<file path="src/hdl/adaptive_background_subtractor_unit_macros.svh">
// Assertion macros for the adaptive background subtractor.
`ifndef ADAPTIVE_BACKGROUND_SUBTRACTOR_UNIT_MACROS_SVH
`define ADAPTIVE_BACKGROUND_SUBTRACTOR_UNIT_MACROS_SVH

// Same-cycle implication, checked outside reset.
`define ABSU_ASSERT_NOW(lbl, ante, cons, msg) \
  lbl: assert property (@(posedge clk) disable iff (rst) (ante) |-> (cons)) else $error(msg);

// Next-cycle implication, checked outside reset.
`define ABSU_ASSERT_NEXT(lbl, ante, cons, msg) \
  lbl: assert property (@(posedge clk) disable iff (rst) (ante) |=> (cons)) else $error(msg);

`endif

</file>
<file path="src/hdl/absu_ram.sv">
// Generic single-write, single-read RAM with registered read data.
`default_nettype none
module absu_ram #(
  parameter int WIDTH = 8,
  parameter int DEPTH = 16
) (
  input  wire logic                                       clk,
  input  wire logic                                       we,
  input  wire logic [((DEPTH > 1) ? $clog2(DEPTH) : 1)-1:0] waddr,
  input  wire logic [WIDTH-1:0]                           wdata,
  input  wire logic                                       re,
  input  wire logic [((DEPTH > 1) ? $clog2(DEPTH) : 1)-1:0] raddr,
  output logic      [WIDTH-1:0]                           rdata
);

  logic [WIDTH-1:0] mem [DEPTH];

  always_ff @(posedge clk) begin
    if (we) begin
      mem[waddr] <= wdata;
    end
    if (re) begin
      rdata <= mem[raddr];
    end
  end

endmodule
`default_nettype wire

</file>
<file path="config.mk">
export PLATFORM = sky130hd
export DESIGN_NAME = absu_ram
export DESIGN_NICKNAME = d
export VERILOG_FILES = /design/src/hdl/adaptive_background_subtractor_unit_macros.svh /design/src/hdl/absu_ram.sv
export SDC_FILE = /design/constraint.sdc
export NUM_CORES = 1
export LEC_CHECK = 0
export BUFFER_PORTS_ARGS = -buffer_cell sky130_fd_sc_hd__buf_2
export CAP_MARGIN = 40
export CELL_PAD_IN_SITES_DETAIL_PLACEMENT = 1
export CELL_PAD_IN_SITES_GLOBAL_PLACEMENT = 2
export CORE_ASPECT_RATIO = 1.2
export CORE_MARGIN = 2
export CORE_UTILIZATION = 52
export DETAILED_ROUTE_END_ITERATION = 8
export GPL_TIMING_DRIVEN = 0
export PLACE_DENSITY_LB_ADDON = 0.05
export SLEW_MARGIN = 10
export SYNTH_ARGS = -nofsm -noshare
export SYNTH_HDL_FRONTEND = slang
export SYNTH_SLANG_ARGS = --single-unit
</file>
<file path="constraint.sdc">
create_clock -name clk -period 5.5 [get_ports clk]
set_input_delay 1.65 -clock clk [delete_from_list [all_inputs] [get_ports clk]]
set_output_delay 1.65 -clock clk [all_outputs]
set_load 0.03 [all_outputs]
</file>
==> metrics.md <==
| Metric | Value |
|---|---|
| Worst setup SP type | `primary input` |
| Post-Syn Area per Cell | `~23 um2` |
| Status | `finished clean` |
| Post-synthesis cell count | `229` |
| Yosys cell types | `18` |
| Sequential area share after synthesis | `around four fifths` |
| CTS Buffer Depth | `2` |
| Commonest cells in the synthesized netlist | `136 x edfxtp_1, 18 x mux4_2, 16 x a22oi_1` |
| Post-synth EDFFs | `about 140` |
| Die span in x | `about 96 um` |
| Cell mode on critical path | `buf_6` |
| Post-CTS setup buffer count | `0` |
| Reg-to-reg endpoint | `rdata[2]` |
| Worst-Margin Slew | `around 0.84 ns` |
| Antenna violations before repair | `0` |
| Die ar. | `~11000 um2` |
| Final Cell Area | `6117 um2` |
| Max Clk Rate | `roughly 350 MHz` |
| Hold Path Stages | `3` |
| Share of the synthesized area in the top cell type | `about four fifths` |
| CP arrival | `~3 ns` |
| Routed vias/inst | `5.755` |
| Gpl congestion | `roughly 0.76` |
| Syn Nets | `248` |
| Detailed Route Iter0 Violations | `roughly 180` |
| Met3 Use GR | `under 10%` |
| I/O Pins | `27` |
| Yosys top cell by area | `edfxtp_1` |
| Reg-to-Reg Start | `mem[1][2]` |
| MaxCap Viol Count | `0` |
| Cell Rows | `40` |
| Hpwl dp | `6.744 mm` |
| Leakage | `slightly above 0.002 uW` |
| Count of pins over their slew limit | `0` |
| Final setup fails | `0` |
| Ys Warns | `0` |
| Final period util | `around 53%` |
| Pwr dens | `between 300 and 400 nW/um2` |
| Clock Tree Root | `clkbuf_16` |
| Final min period | `~2.9 ns` |
| ANT cells | `0` |
| PortBufs | `25` |
| Inserted Clock Buffers | `17` |
| Slew margin rel. | `a little over two fifths` |
| First-pass GRT wire length | `approximately 15 mm` |
| Grt ovf | `0` |
| Most crowded layer after global routing | `met2` |
| GRT Total Usage | `between 20% and 30%` |
| Non-filler instance count after layout | `approximately 410` |
| DR pass1 iterations | `4` |
| Remaining antenna violation count | `0` |
| RSZ-0062 raised after global routing | `false` |
| Clock latency on the worst-skew pair | `0.40 ns` |
| WHS | `roughly 0.75 ns` |
| Core Util, Final | `between 60% and 70%` |
| Reg2reg setup slack | `around 3.8 ns` |
| Clk pin slew, worst setup/hold paths | `about 0.060 ns` |
| Final TNS setup | `0 ns` |
| Predominant post-synthesis flop cell | `edfxtp_1` |
| FF+latch count, synth | `approximately 140` |
| Critical Path, Cell by Cell | `buf_6 > buf_6 > mux4_1 > a22oi_1 > nand2_1` |
| Area post-placement | `5530 um2` |
| CTS resizes | `0` |
| CTS tree | `done` |
| Starting density of the core | `a little over half` |
| # fillers | `between 800 and 900` |
| Count leader, synth | `edfxtp_1` |
| Cts hold-fix bufs | `0` |
| # DRC | `0` |
| Placed cells | `381` |
| Fin. Hold Viols | `0` |
| DR vias | `roughly 2400` |
| Largest net degree at the start of global routing | `17` |
| Critical setup path kind | `in -> reg` |
| Final wirelength | `between 10 and 15 mm` |
| H-Tree Depth | `4` |
| Depth of the most critical reg-to-reg path | `3` |
| M1 GR Usage | `between 20% and 30%` |
| Crit Path Max Fanout | `10` |
| Hold crit path type | `reg -> reg` |
| WHS Endpoint | `rdata[4]` |
| Post-layout nets | `just under 300` |
| Asr flop ratio synth | `0%` |
| Hold Crit Start | `mem[15][4]` |
| Core area | `9910 um2` |
| GRT met2 Usage | `about a third` |
| Max stage delay on crit path | `just over 0.6 ns` |
| Synthesized area | `around 5200 um2` |
| Layout area overhead | `17.02%` |
| WL/cell | `around 25 um` |
| Slowest cell on the critical path | `mux4_1` |
| CP Data Required Time | `roughly 5.7 ns` |
| Multi-input logic area | `approximately 1100 um2` |
| CP endpoint kind | `flop` |
| Chip height | `113.8 um` |
| WP buf/inv | `2` |
| Family with the most delay on the worst path | `multiplexers` |
| Area contributors post-synth | `edfxtp_1 78%, mux4_2 7.8%, mux4_1 7.0%` |
| Share of cells above drive strength 1 | `31.01%` |
| Register Area | `~4100 um2` |
| Number of global-route vias before repair | `about 2500` |
| Clock skew | `between 0.004 and 0.005 ns` |
| Peak supply drop | `around 0.00033 V` |
| CTS sink cnt | `about 140` |
-- final cells by class --
class / instances / share of cell area (%)
multi-input combinational: 83 / 17.53
buffer: 10 / 1.411
tap: 126 / 2.577
timing repair buffer: 26 / 2.127
clock buffer: 18 / 7.016
clock inverter: 14 / 2.577
sequential: 136 / 66.76
-- worst max path at each step --
stage | slack, ns | to | cells after the start | from
after detailed placement | 2.17 | mem[1][1] | 3 | waddr[2]
after floorplan | 2.36 | mem[0][0] | 2 | waddr[2]
final | 2.61 | rdata[2] | 5 | raddr[0]
after global placement | 1.77 | mem[0][1] | 3 | waddr[2]
after CTS | 2.58 | mem[1][6] | 3 | waddr[2]
after global routing | 2.53 | mem[1][7] | 3 | waddr[2]
-- layer usage --
metal  up-vias  part of all wire [%]
met5         -                     0
met4         0                  0.97
met3         8                   4.2
met2        66                    52
met1      1231                    43
li1       1072                     -
-- through the flow --
step | total power (uW) | setup slack [ns]
floorplan | 1263 | 2.357
global placement | 1313 | 1.774
detailed placement | 1317 | 2.170
CTS | 2420 | 2.580
global route | 2470 | 2.528
finish | 2406 | 2.605
-- report_power, final --
group,internal (uW),switching (uW),total (uW)
combinational,45.2,74.9,120
sequential,1170,5.13,1170
clock,707,405,1110
-- tightest hold or removal path, stage by stage, from the launching register on --
cell and delay (ns):
edfxtp_1 0.31, mux4_2 0.22, a22oi_1 0.06, nand2_1 0.05
-- state kept, by name, summed over array words and instances, names as in the netlist --
signal and cells:
rdata 8, mem 128
-- cells by family (layout without fill, tap and decap cells) --
group | Yosys count | count (layout) | synth area share (%)
and+or+nand+nor | 35 | 35 | 3.136
AOI/OAI and AO/OA | 16 | 16 | 2.298
DFF | 136 | 136 | 78.12
muxes | 32 | 32 | 14.79
buffers and inverters | 10 | 68 | 1.651
-- cells in the final DEF, fill, tap and decap left out, drive strengths merged, types with 2 or more instances in the layout --
cell	Yosys	final
clkbuf	0	18
nor2	13	13
mux4	32	32
nand2	9	9
bufinv	0	3
nand3b	2	2
nand2b	2	2
edfxtp	136	136
buf	7	33
clkinvlp	0	2
a22oi	16	16
nor3	4	4
clkdlybuf4s25	3	3
clkinv	0	9
(Power assumes the default switching activity.)
