**config.mk**
```make
export PLATFORM = sky130hd
export DESIGN_NAME = absu_ctrl
export DESIGN_NICKNAME = d
export VERILOG_FILES = /design/src/hdl/adaptive_background_subtractor_unit_macros.svh /design/src/hdl/absu_pkg.sv /design/src/hdl/absu_ctrl.sv
export SDC_FILE = /design/constraint.sdc
export NUM_CORES = 1
export LEC_CHECK = 0
export BUFFER_PORTS_ARGS = -buffer_cell sky130_fd_sc_hd__buf_2
export CAP_MARGIN = 20
export CORE_MARGIN = 3
export CORE_UTILIZATION = 40
export CTS_CLUSTER_DIAMETER = 60
export DETAILED_ROUTE_END_ITERATION = 8
export GPL_ROUTABILITY_DRIVEN = 0
export GPL_TIMING_DRIVEN = 1
export HOLD_SLACK_MARGIN = 0.02
export SETUP_SLACK_MARGIN = 0.15
export SLEW_MARGIN = 15
export SYNTH_ARGS = -nofsm -noshare
export SYNTH_HDL_FRONTEND = slang
export SYNTH_SLANG_ARGS = --single-unit
```
**constraint.sdc**
```tcl
create_clock -name clk -period 8.5 [get_ports clk]
set_clock_uncertainty 0.1 [all_clocks]
set_input_delay 2.55 -clock clk [delete_from_list [all_inputs] [get_ports clk]]
set_output_delay 2.55 -clock clk [all_outputs]
set_load 0.05 [all_outputs]
```
**src/hdl/adaptive_background_subtractor_unit_macros.svh**
```systemverilog
// Assertion macros for the adaptive background subtractor.
`ifndef ADAPTIVE_BACKGROUND_SUBTRACTOR_UNIT_MACROS_SVH
`define ADAPTIVE_BACKGROUND_SUBTRACTOR_UNIT_MACROS_SVH

// Same-cycle implication, checked outside reset.
`define ABSU_ASSERT_NOW(lbl, ante, cons, msg) \
  lbl: assert property (@(posedge clk) disable iff (rst) (ante) |-> (cons)) else $error(msg);

// Next-cycle implication, checked outside reset.
`define ABSU_ASSERT_NEXT(lbl, ante, cons, msg) \
  lbl: assert property (@(posedge clk) disable iff (rst) (ante) |=> (cons)) else $error(msg);

`endif

```
**src/hdl/absu_pkg.sv**
```systemverilog
// Shared types, constants and helper functions of the background subtractor.
`default_nettype none
package absu_pkg;

  localparam int FRAME_PIXELS = 307200;
  localparam int FRAC_BITS    = 8;
  localparam int IDX_W        = (FRAME_PIXELS > 1) ? $clog2(FRAME_PIXELS) : 1;
  localparam int PIX_W        = 8;
  localparam int VAL_W        = 24;
  localparam int RATE_W       = 16;
  localparam int KOEF_W       = RATE_W + 1;
  localparam int PROD_W       = VAL_W + KOEF_W;
  localparam int CMP_W        = VAL_W + 2;
  localparam int WIDE_W       = 48;
  localparam int CFG_W        = 16;
  localparam int CFG_ADDR_W   = 3;
  localparam int CHANNELS     = 3;
  localparam int ENTRY_W      = 2 * CHANNELS * VAL_W;

  localparam logic [KOEF_W-1:0] SQRT2_Q16 = KOEF_W'(92682);
  localparam logic [KOEF_W-1:0] ONE_Q16   = KOEF_W'(65536);
  localparam logic [VAL_W-1:0]  VAL_MAX   = '1;

  typedef enum logic [1:0] {
    PH_LEARN_MEAN,
    PH_LEARN_SPREAD,
    PH_DETECT
  } phase_t;

  typedef enum logic [CFG_ADDR_W-1:0] {
    CFG_INIT_FRAMES     = 3'd0,
    CFG_INIT_RECIPROCAL = 3'd1,
    CFG_BG_RATE         = 3'd2,
    CFG_FG_RATE         = 3'd3,
    CFG_MARGIN          = 3'd4
  } cfg_idx_t;

  typedef struct packed {
    phase_t phase;
    logic   first;
    logic   last;
  } item_ctrl_t;

  typedef struct packed {
    phase_t     phase;
    logic [7:0] count;
  } learn_state_t;

  function automatic logic [VAL_W-1:0] sat_val(logic [WIDE_W-1:0] v);
    return (v > WIDE_W'(VAL_MAX)) ? VAL_MAX : v[VAL_W-1:0];
  endfunction

  function automatic logic [VAL_W-1:0] round_q16(logic [WIDE_W-1:0] v);
    return sat_val((v + WIDE_W'(32768)) >> 16);
  endfunction

  // Close one learning frame: advance the frame count, move on a phase when full.
  function automatic learn_state_t end_frame(learn_state_t st, logic [7:0] n);
    learn_state_t r;
    logic [7:0]   cnt;
    r   = st;
    cnt = st.count + 8'd1;
    if (st.phase != PH_DETECT) begin
      r.count = cnt;
      if (cnt >= n) begin
        r.count = '0;
        r.phase = (st.phase == PH_LEARN_MEAN) ? PH_LEARN_SPREAD : PH_DETECT;
      end
    end
    return r;
  endfunction

endpackage
`default_nettype wire

```
**src/hdl/absu_ctrl.sv**
```systemverilog
// Pixel index, learning phase and frame counter tracking at the input.
`default_nettype none
module absu_ctrl (
  input  wire logic                       clk,
  input  wire logic                       rst,
  input  wire logic                       accept,
  input  wire logic                       frame_start,
  input  wire logic [7:0]                 init_frames,
  output logic      [absu_pkg::IDX_W-1:0] idx,
  output absu_pkg::item_ctrl_t            item
);

  logic [absu_pkg::IDX_W-1:0] pixel_index;
  logic [absu_pkg::IDX_W-1:0] pixel_index_next;
  absu_pkg::learn_state_t     lstate;
  absu_pkg::learn_state_t     lstate_mid;
  absu_pkg::learn_state_t     lstate_next;
  logic [7:0]                 n_frames;
  logic [absu_pkg::IDX_W:0]   idx_inc;
  logic                       wrap;

  always_comb begin
    n_frames   = (init_frames == 8'd0) ? 8'd1 : init_frames;
    // A restart part way through a frame closes that frame first.
    lstate_mid = (frame_start && (pixel_index != '0)) ?
                 absu_pkg::end_frame(lstate, n_frames) : lstate;
    idx        = frame_start ? '0 : pixel_index;
    idx_inc    = {1'b0, idx} + (absu_pkg::IDX_W + 1)'(1);
    wrap       = idx_inc >= (absu_pkg::IDX_W + 1)'(absu_pkg::FRAME_PIXELS);
    pixel_index_next = wrap ? '0 : idx_inc[absu_pkg::IDX_W-1:0];
    lstate_next = wrap ? absu_pkg::end_frame(lstate_mid, n_frames) : lstate_mid;
    item.phase = lstate_mid.phase;
    item.first = (lstate_mid.count == 8'd0);
    item.last  = ({1'b0, lstate.count} + 9'd1) >= {1'b0, n_frames};
  end

  always_ff @(posedge clk) begin
    if (rst) begin
      pixel_index  <= '0;
      lstate.phase <= absu_pkg::PH_LEARN_MEAN;
      lstate.count <= '0;
    end else if (accept) begin
      pixel_index <= pixel_index_next;
      lstate      <= lstate_next;
    end
  end

endmodule
`default_nettype wire

```
==> out/results.txt <==
largest family of logic cells by synthesized area -> simple AND/OR/NAND/NOR gates
Critical Path Fanout Max -> 5
CTS buffer count -> 5
multiplexer share of the synthesized area -> 0.0285
Async S/R FF share, synth -> 0
total die area -> 8060 µm²
Post-Synth XOR/XNOR Area -> 0.0530
# clock sinks -> 29
post-synth top area cell -> dfxtp_1
Compound-Gate Fraction of Synth Area -> 0.218
top-area cell type share of the netlist area -> 0.207
outcome -> finished, final reports clean
commonest non-fill, non-tap cell in the layout -> nor2_1
Crit path max-delay family -> simple AND/OR/NAND/NOR gates
Post-Synthesis Cells -> 376
CP Cell Sequence -> buf_2, nor4_1, a41o_1, ha_1, nor3b_1, o21ai_0, buf_4, a21oi_1, and3_1, a221oi_1, nand4_1, nor4_2, buf_2
# setup viols final -> 0
WP data required -> 5.85 ns
Fmax -> 126 MHz
fillers -> 647
placeable core region -> 6570 µm²
Ys Warns -> 0
vias in the first global route -> 2,528
fin. max-slew vios -> 0
WP buf/inv -> 3
io pins -> 35
synthesized flop and latch total -> 29
post_cts resized -> 0
EDFF count, synth -> 0
post-CTS setup buffer count -> 0
Pre-antenna DRT Iters -> 4
WL/cell -> 15.4 µm
commonest non-fill, non-tap cells in the layout -> nor2_1 (38), buf_2 (34), nand2_1 (31)
clock buffer depth -> 2
drt initial violations -> 272
sequential cell area fraction in the yosys report -> 0.207
most used cell, CP -> buf_2
Hold Buf Count CTS -> 0
final core occ -> 0.472
vias -> 2,829
clk_lat worst skew -> 0.28 ns
Nets -> 432
worst-margin pin slew -> 1.07 ns
power per cell area -> 113 nW/µm²
Die Span Y -> 89.8 µm
Area Growth Syn to Fin -> 10.3%
Setup TNS -> 0 ns
post-route ant nets -> 0
Total Wirelength -> 7.59 mm
period utilisation layout -> 0.931
Die Span X -> 89.8 µm
crit path max-delay cell type -> a221oi_1
FP Rows -> 29
total track usage -> 0.189
critical path capture point type -> output port
clock root buffer -> clkbuf_8
antenna violations before repair -> 0
Layout Cells excl Fill -> 493
Main synth FF type -> dfxtp_1
simple-gate share of the synthesized area -> 0.332
Vias/cell -> 5.74
post-DP HPWL -> 5.58 mm
Setup Crit Path Kind -> in2out
synth top area cells -> dfxtp_1 (21%), ha_1 (9.4%), nor2_1 (5.1%)
Avg Cell Area, Syn -> 7.47 µm²
fraction of layout cells with a size suffix above 1 -> 0.135
TritonCTS clock tree -> yes
post-synthesis adder-cell area fraction -> 0.0935
Max rail drop VDD -> 0.0686 mV
Remaining DRCs -> 0
fin crit period -> 7.92 ns
H-tree levels -> 2
placed cells -> 485
CP peak stage delay -> 0.44 ns
number of port buffers -> 34
relative slew slack -> 0.283
Synth cell types -> 60
Hold Fails Final Rpt -> 0
syn_nets -> 409
Antenna Cells -> 0
max_cap viols -> 0
cell area after synthesis -> 2810 µm²
largest net degree at the start of global routing -> 32
grt ovf -> 0
Worst Hold Class -> reg2reg
RSZ-0062 raised after global routing -> no
Initial Utilization -> 0.428
first-pass GRT wire length -> 12.9 mm
Final Power -> 0.351 mW
P_leak -> 1.38 nW
crit start category -> input port
Reg clk slew, reported paths -> 0.07 ns
Critical Path AT -> 5.27 ns
[cell type report]
cell class,instances,area (µm²),area share
Clock buffer,8,80.1,0.0258
Inverter,27,101,0.0327
Multi-Input combinational cell,301,2040,0.659
Sequential cell,29,581,0.187
Tap cell,93,116,0.0375
Timing Repair Buffer,35,178,0.0573
[final timing paths]
path | start | to | slack, ns | cells after the start
hold / removal | pixel_index[15] | pixel_index[15] | 0.42 | 2
hold reg to reg | pixel_index[15] | pixel_index[15] | 0.42 | 2
setup / recovery | init_frames[4] | item[1] | 0.58 | 13
setup reg to reg | lstate[2] | lstate[4] | 2.82 | 21
[cell families after synthesis]
kind of cell / Yosys count
simple gates: 168
compound gates: 88
buf+inv: 46
flops: 29
fa+ha+maj: 21
xor+xnor: 17
mux: 7
[per-layer routing]
layer  up-vias  GRT usage  wire [µm]  share of wire
li1       1440          -          -              -
met1      1294      0.297       3950           0.52
met2        90      0.268       3150           0.41
met3         5     0.0317        441          0.058
met4         0     0.0396         46         0.0061
met5         -          0          0              0
[report_power, final]
group / total (mW) / switching [mW] / internal (mW)
Sequential: 0.145 / 0.00601 / 0.139
Clock: 0.112 / 0.0538 / 0.0581
Combinational: 0.0938 / 0.0604 / 0.0334
[flip-flops by register name, indices dropped and copies added (netlist names)]
| name | flops |
|---|---|
| pixel_index | 19 |
| lstate | 10 |
[metrics by stage]
stage	hold slack (ns)	area, µm²	setup slack (ns)
final	0.422	3100	0.585
after global routing	0.462	3100	0.386
after CTS	0.420	3100	0.642
after detailed placement	0.405	3020	0.648
after global placement	0.393	3020	0.677
after floorplan	0.363	2820	0.542
[cell usage after synthesis, types with 8 or more instances]
library cell  count
nor2_1           38
nand2_1          31
dfxtp_1          29
inv_1            27
ha_1             21
a21oi_1          18
nand3_1          17
o21ai_0          16
a22oi_1          13
nor2b_1          13
clkbuf_1         10
xnor2_1          10
nor3_1            9
nor4_1            9
a311oi_1          8
nand4_1           8
or3_1             8
[worst min-delay path, delay by kind of cell (launching register included)]
family | cells | cell delay, ns
AO/OA/AOI/OAI | 1 | 0.06
flip-flops | 1 | 0.34
AND/OR/NAND/NOR | 1 | 0.07
Note: power is estimated with default switching activity, not from simulation.
