## config.mk

```make
export PLATFORM = sky130hd
export DESIGN_NAME = absu_lane
export DESIGN_NICKNAME = d
export VERILOG_FILES = /design/src/hdl/adaptive_background_subtractor_unit_macros.svh /design/src/hdl/absu_pkg.sv /design/src/hdl/absu_lane.sv
export SDC_FILE = /design/constraint.sdc
export NUM_CORES = 2
export LEC_CHECK = 0
export BUFFER_PORTS_ARGS = -buffer_cell sky130_fd_sc_hd__buf_2
export CAP_MARGIN = 20
export CORE_UTILIZATION = 50
export DETAILED_ROUTE_END_ITERATION = 10
export PLACE_DENSITY = 0.66
export SYNTH_ARGS = -nofsm -noshare
export SYNTH_HDL_FRONTEND = slang
export SYNTH_SLANG_ARGS = --single-unit
```

## constraint.sdc

```tcl
create_clock -name clk -period 10.6 [get_ports clk]
set_input_delay 2.12 -clock clk [delete_from_list [all_inputs] [get_ports clk]]
set_output_delay 2.12 -clock clk [all_outputs]
set_load 0.02 [all_outputs]
```

## src/hdl/adaptive_background_subtractor_unit_macros.svh

```systemverilog
// Assertion macros for the adaptive background subtractor.
`ifndef ADAPTIVE_BACKGROUND_SUBTRACTOR_UNIT_MACROS_SVH
`define ADAPTIVE_BACKGROUND_SUBTRACTOR_UNIT_MACROS_SVH

// Same-cycle implication, checked outside reset.
`define ABSU_ASSERT_NOW(lbl, ante, cons, msg) \
  lbl: assert property (@(posedge clk) disable iff (rst) (ante) |-> (cons)) else $error(msg);

// Next-cycle implication, checked outside reset.
`define ABSU_ASSERT_NEXT(lbl, ante, cons, msg) \
  lbl: assert property (@(posedge clk) disable iff (rst) (ante) |=> (cons)) else $error(msg);

`endif

```

## src/hdl/absu_pkg.sv

```systemverilog
// Shared types, constants and helper functions of the background subtractor.
`default_nettype none
package absu_pkg;

  localparam int FRAME_PIXELS = 307200;
  localparam int FRAC_BITS    = 8;
  localparam int IDX_W        = (FRAME_PIXELS > 1) ? $clog2(FRAME_PIXELS) : 1;
  localparam int PIX_W        = 8;
  localparam int VAL_W        = 24;
  localparam int RATE_W       = 16;
  localparam int KOEF_W       = RATE_W + 1;
  localparam int PROD_W       = VAL_W + KOEF_W;
  localparam int CMP_W        = VAL_W + 2;
  localparam int WIDE_W       = 48;
  localparam int CFG_W        = 16;
  localparam int CFG_ADDR_W   = 3;
  localparam int CHANNELS     = 3;
  localparam int ENTRY_W      = 2 * CHANNELS * VAL_W;

  localparam logic [KOEF_W-1:0] SQRT2_Q16 = KOEF_W'(92682);
  localparam logic [KOEF_W-1:0] ONE_Q16   = KOEF_W'(65536);
  localparam logic [VAL_W-1:0]  VAL_MAX   = '1;

  typedef enum logic [1:0] {
    PH_LEARN_MEAN,
    PH_LEARN_SPREAD,
    PH_DETECT
  } phase_t;

  typedef enum logic [CFG_ADDR_W-1:0] {
    CFG_INIT_FRAMES     = 3'd0,
    CFG_INIT_RECIPROCAL = 3'd1,
    CFG_BG_RATE         = 3'd2,
    CFG_FG_RATE         = 3'd3,
    CFG_MARGIN          = 3'd4
  } cfg_idx_t;

  typedef struct packed {
    phase_t phase;
    logic   first;
    logic   last;
  } item_ctrl_t;

  typedef struct packed {
    phase_t     phase;
    logic [7:0] count;
  } learn_state_t;

  function automatic logic [VAL_W-1:0] sat_val(logic [WIDE_W-1:0] v);
    return (v > WIDE_W'(VAL_MAX)) ? VAL_MAX : v[VAL_W-1:0];
  endfunction

  function automatic logic [VAL_W-1:0] round_q16(logic [WIDE_W-1:0] v);
    return sat_val((v + WIDE_W'(32768)) >> 16);
  endfunction

  // Close one learning frame: advance the frame count, move on a phase when full.
  function automatic learn_state_t end_frame(learn_state_t st, logic [7:0] n);
    learn_state_t r;
    logic [7:0]   cnt;
    r   = st;
    cnt = st.count + 8'd1;
    if (st.phase != PH_DETECT) begin
      r.count = cnt;
      if (cnt >= n) begin
        r.count = '0;
        r.phase = (st.phase == PH_LEARN_MEAN) ? PH_LEARN_SPREAD : PH_DETECT;
      end
    end
    return r;
  endfunction

endpackage
`default_nettype wire

```

## src/hdl/absu_lane.sv

```systemverilog
// One colour channel of the learn, compare and blend datapath (stages 1 to 4).
`default_nettype none
module absu_lane (
  input  wire logic                              clk,
  input  wire logic                              en,
  input  wire absu_pkg::item_ctrl_t              ctrl1,
  input  wire absu_pkg::item_ctrl_t              ctrl2,
  input  wire absu_pkg::item_ctrl_t              ctrl3,
  input  wire absu_pkg::item_ctrl_t              ctrl4,
  input  wire logic                              fg3,
  input  wire logic                              fg4,
  input  wire logic [absu_pkg::PIX_W-1:0]        pix1,
  input  wire logic [absu_pkg::VAL_W-1:0]        mean1,
  input  wire logic [absu_pkg::VAL_W-1:0]        sprd1,
  input  wire logic [7:0]                        margin,
  input  wire logic [absu_pkg::RATE_W-1:0]       init_reciprocal,
  input  wire logic [absu_pkg::RATE_W-1:0]       bg_rate,
  input  wire logic [absu_pkg::RATE_W-1:0]       fg_rate,
  output logic                                   fgc2,
  output logic      [absu_pkg::VAL_W-1:0]        mean_new,
  output logic      [absu_pkg::VAL_W-1:0]        sprd_new
);

  localparam int VW = absu_pkg::VAL_W;
  localparam int PW = absu_pkg::PROD_W;
  localparam int CW = absu_pkg::CMP_W;
  localparam int WW = absu_pkg::WIDE_W;
  localparam int KW = absu_pkg::KOEF_W;

  // stage 1
  logic [VW-1:0] x1, d1, msum1;
  logic [CW-1:0] tol1, reach1;
  logic          fgc1;
  // stage 2
  logic [VW-1:0] x2, m2, sp2, msum2, dev2, ssum2;
  logic [PW-1:0] prod2;
  // stage 3
  logic [VW-1:0] x3, m3, sp3, msum3, dev3, ssum3, a_op, c_op;
  logic [KW-1:0] a_k, c_k, rate_s;
  logic [PW-1:0] pa3, pb3, pc3, pd3;
  // stage 4
  logic [VW-1:0] m4, sp4, msum4, ssum4;
  logic [PW-1:0] pa4, pb4, pc4, pd4;

  always_comb begin
    x1     = {{(VW - absu_pkg::PIX_W - absu_pkg::FRAC_BITS){1'b0}}, pix1,
              {absu_pkg::FRAC_BITS{1'b0}}};
    d1     = (x1 > mean1) ? (x1 - mean1) : (mean1 - x1);
    msum1  = absu_pkg::sat_val(WW'(ctrl1.first ? '0 : mean1) + WW'(pix1));
    tol1   = CW'({margin, {absu_pkg::FRAC_BITS{1'b0}}});
    reach1 = CW'(sprd1) + tol1;
    // Outside [mean - reach, mean + reach] on either side.
    fgc1   = ((CW'(x1) + reach1) < CW'(mean1)) || (CW'(x1) > (CW'(mean1) + reach1));
  end

  always_ff @(posedge clk) begin
    if (en) begin
      x2    <= x1;
      m2    <= mean1;
      sp2   <= sprd1;
      msum2 <= msum1;
      prod2 <= PW'(d1) * PW'(absu_pkg::SQRT2_Q16);
      fgc2  <= fgc1;
    end
  end

  always_comb begin
    dev2  = absu_pkg::round_q16(WW'(prod2));
    ssum2 = absu_pkg::sat_val(WW'(ctrl2.first ? '0 : sp2) + WW'(dev2));
  end

  always_ff @(posedge clk) begin
    if (en) begin
      x3    <= x2;
      m3    <= m2;
      sp3   <= sp2;
      msum3 <= msum2;
      dev3  <= dev2;
      ssum3 <= ssum2;
    end
  end

  always_comb begin
    rate_s = KW'(fg3 ? fg_rate : bg_rate);
    a_op   = (ctrl3.phase == absu_pkg::PH_LEARN_MEAN) ? msum3 : m3;
    a_k    = (ctrl3.phase == absu_pkg::PH_LEARN_MEAN) ? KW'(init_reciprocal) :
             (absu_pkg::ONE_Q16 - KW'(bg_rate));
    c_op   = (ctrl3.phase == absu_pkg::PH_LEARN_SPREAD) ? ssum3 : sp3;
    c_k    = (ctrl3.phase == absu_pkg::PH_LEARN_SPREAD) ? KW'(init_reciprocal) :
             (absu_pkg::ONE_Q16 - rate_s);
    pa3    = PW'(a_op) * PW'(a_k);
    pb3    = PW'(x3) * PW'(bg_rate);
    pc3    = PW'(c_op) * PW'(c_k);
    pd3    = PW'(dev3) * PW'(rate_s);
  end

  always_ff @(posedge clk) begin
    if (en) begin
      pa4   <= pa3;
      pb4   <= pb3;
      pc4   <= pc3;
      pd4   <= pd3;
      m4    <= m3;
      sp4   <= sp3;
      msum4 <= msum3;
      ssum4 <= ssum3;
    end
  end

  always_comb begin
    unique case (ctrl4.phase)
      absu_pkg::PH_LEARN_MEAN: begin
        mean_new = ctrl4.last ?
                   absu_pkg::sat_val(((WW'(pa4) + WW'(32768)) >> 16) << absu_pkg::FRAC_BITS) :
                   msum4;
        sprd_new = sp4;
      end
      absu_pkg::PH_LEARN_SPREAD: begin
        mean_new = m4;
        sprd_new = ctrl4.last ? absu_pkg::round_q16(WW'(pc4)) : ssum4;
      end
      absu_pkg::PH_DETECT: begin
        mean_new = fg4 ? m4 : absu_pkg::round_q16(WW'(pa4) + WW'(pb4));
        sprd_new = absu_pkg::round_q16(WW'(pc4) + WW'(pd4));
      end
      default: begin
        mean_new = m4;
        sprd_new = sp4;
      end
    endcase
  end

endmodule
`default_nettype wire

```

==> summary.md <==
| Metric | Value |
|---|---|
| Top_reg_cell synth | sky130_fd_sc_hd__edfxtp_1 |
| Via density per instance | 5.67 |
| Total global routing overflow | 0 |
| Class of the tightest hold or removal check | reg2reg |
| Estimated wirelength of the detail-placed design | about 180 mm |
| Skew-Pair Late Insertion Delay | 0.66 ns |
| Most area-hungry cell type in the Yosys netlist | sky130_fd_sc_hd__fa_1 |
| Max-cap violations | 0 |
| DRC marker count from the first detailed-route iteration | around 4800 |
| Post-CTS Hold Buffers | 0 |
| Number of setup buffers added after CTS | 0 |
| Pin count of the biggest net entering global routing | around 160 |
| Startpoint type of the worst setup path | input pin |
| Layout area overhead | 8.38% |
| Count of flip-flops with a built-in enable after synthesis | 469 |
| Placer Congestion | 1.00 |
| Number of hold violations in the final report | 0 |
| Site Rows | 140 |
| Leading cell types by total area after synthesis | sky130_fd_sc_hd__fa_1 31%, sky130_fd_sc_hd__edfxtp_1 19%, sky130_fd_sc_hd__ha_1 13% |
| Post-synthesis area per instance | 9.44 sq um |
| Slowest cell delay on critical path | 0.56 ns |
| Nets | 10100 |
| Post-layout min period | approximately 10 ns |
| Period Utilization, post-route | roughly 95% |
| Global-route wire length before repair | 343 mm |
| Count of buffers inserted at the top-level ports | between 150 and 200 |
| Detailed-route wire length | between 200 and 250 mm |
| Area of all placed cells without fillers | between 80000 and 90000 sq um |
| Library cell with the highest instance count after synthesis | sky130_fd_sc_hd__inv_1 |
| Pre-antenna DRT Iters | 6 |
| Post-synthesis sequential area ratio | roughly a fifth |
| Post-detailed-placement cell area | roughly 79000 sq um |
| Starting density of the core | 50.6% |
| Detail Route Antenna Nets | 0 |
| Number of vias after detailed routing | 56900 |
| Number of antenna repair diodes | 0 |
| Horizontal die dimension | roughly 390 microns |
| Vertical die dimension | ~390 microns |
| Setup tns final | 0 ns |
| Crit path required time | about 11 ns |
| Resize count post-CTS | 0 |
| Most numerous cell types in the synthesized netlist | 1457 x sky130_fd_sc_hd__inv_1, 1191 x sky130_fd_sc_hd__nand2_1, 1136 x sky130_fd_sc_hd__fa_1 |
| Die footprint | roughly 150000 sq um |
| Clock tree from TritonCTS | yes |
| Actual slew at the worst max-slew pin | around 1.1 ns |
| Result of the run | complete, no violations |
| Kind of end point of the critical path | flip-flop |
| Area share of the leading cell type in the synthesized netlist | approximately 30% |
| CTS Root Buffer Type | sky130_fd_sc_hd__clkbuf_16 |
| Critical-path cell with the highest stage delay | sky130_fd_sc_hd__fa_1 |
| Total track usage | 30.0% |
| Post-route DRC | 0 |
| Number of buffers on the longest clock path | 3 |
| Flops & latches, synth | 469 |
| Post-synthesis net count | 9896 |
| Post-synth ARST share | 0% |
| Number of buffers inserted during clock tree synthesis | 52 |
| Clk sinks | around 470 |
| Share of layout cells above drive strength 1 | between 7 and 8% |
| Critical setup path kind | in2reg |
| CTS clk-pin slew, worst paths | around 0.060 ns |
| Final worst-path setup slack | between 0.5 and 0.6 ns |
| Critical-path maximum fanout | 10 |
| Clock skew | between 0.02 and 0.03 ns |
| Setup repair after global routing missed its margin | false |
| Number of placed I/O pins | around 180 |
| Final Max Slew Viols | 0 |
| Number of global-route vias before repair | around 60000 |
| Area of the core | around 150000 sq um |
| Fmax | a little under 0.1 GHz |
| Antenna violations before repair | 13 |
| Post-synthesis instance area | roughly 74000 sq um |
| Routed len/inst | 22.1 microns |
| Slew margin rel. | ~25% |
| Ys Warns | 0 |
| Distinct cells, synth | 86 |
| Cell seen most often among critical-path stages | sky130_fd_sc_hd__fa_1 |
| H-tree levels | 2 |
| Cells after Synth | approximately 8000 |
| Data arrival time of the worst path | 10.55 ns |
| Setup violations, final | 0 |
| Placement Setup Slack | -0.0428 ns |
[layer usage]
metal  global-route usage [%]  wire length [microns]
met1                     40.4                  91500
met2                     48.4                 102000
met3                     4.62                  17400
met5                        0                     26
met4                     12.7                  10700
[per-stage QoR]
stage | cells | hold slack [ns] | utilization (%)
floorplan | 7840 | 0.400 | -
global placement | 9938 | 0.403 | 53.7
detailed placement | 9938 | 0.405 | 53.7
CTS | 10000 | 0.410 | 54.9
global route | 10000 | 0.421 | 54.9
finish | 10000 | 0.414 | 54.9
[cell usage in the layout, fill, tap and decap left out, types with 42 or more instances in the layout]
master                      Yosys  routed
sky130_fd_sc_hd__nor3_1        81      81
sky130_fd_sc_hd__and3_1        48      48
sky130_fd_sc_hd__o21ai_0      171     170
sky130_fd_sc_hd__o221ai_1      42      42
sky130_fd_sc_hd__edfxtp_1     469     469
sky130_fd_sc_hd__xnor2_1      240     240
sky130_fd_sc_hd__a21o_1       128     128
sky130_fd_sc_hd__nor2_1       415     414
sky130_fd_sc_hd__mux2i_1       57      54
sky130_fd_sc_hd__nand2_1     1191    1191
sky130_fd_sc_hd__a21oi_1      228     228
sky130_fd_sc_hd__mux2_2        45      45
sky130_fd_sc_hd__ha_1         788     787
sky130_fd_sc_hd__inv_1       1457    1457
sky130_fd_sc_hd__xor2_1       117     117
sky130_fd_sc_hd__nor2b_1      121     120
sky130_fd_sc_hd__and2_1       223     223
sky130_fd_sc_hd__a31oi_1       45      45
sky130_fd_sc_hd__nand2b_1      46      45
sky130_fd_sc_hd__nand3_1       76      76
sky130_fd_sc_hd__fa_1        1136    1136
sky130_fd_sc_hd__o21a_1        59      59
sky130_fd_sc_hd__clkbuf_16      0      52
sky130_fd_sc_hd__buf_2         16     170
sky130_fd_sc_hd__a211oi_1      43      43
sky130_fd_sc_hd__buf_4          0     261
[worst max-delay path, delay by kind of cell]
family,cells,cell delay [ns]
and+or+nand+nor,10,2.36
AOI/OAI and AO/OA,6,1.77
adders and majority gates,7,3.36
xor gates and xnor gates,1,0.24
buffers and inverters,4,0.36
muxes,1,0.33
[registers in the layout, summed over array words and instances, names as in the netlist, 26 cells and up]
signal,cells
pd4,40
prod2,26
pa4,33
pc4,41
[path summary, 6_finish.rpt]
check / from / end / slack, ns / cells past startpoint
setup reg to reg: dev3[7]$_DFFE_PP_ / pd4[39]$_DFFE_PP_ / 2.70 / 24
hold reg to reg: m2[19]$_DFFE_PP_ / m3[19]$_DFFE_PP_ / 0.41 / 0
setup / recovery: fg3 / pc4[40]$_DFFE_PP_ / 0.51 / 29
hold / removal: m2[19]$_DFFE_PP_ / m3[19]$_DFFE_PP_ / 0.41 / 0
[layout make-up]
class,instances,area (sq um)
fillers,13200,66000
multi-input cells,5652,53600
flip-flops and latches,469,14100
inverters,1458,5470
repair buffers,442,3030
well taps,1917,2400
clock buffers,57,1320
clock inverters,36,379
[logic make-up after synthesis]
kind of cell             after synthesis  share of synthesized area [%]
flip-flops                           469                           19.0
multiplexers                         106                           1.53
AND/OR/NAND/NOR                     2347                           14.3
AO/OA/AOI/OAI                        918                           8.12
adder cells (fa/ha/maj)             1924                           44.0
buffers and inverters               1719                           8.76
XOR/XNOR                             357                           4.22
Power is left out: the tool's default activity adds up to more than one toggle a clock period on the data nets, which glitch-free logic cannot reach.
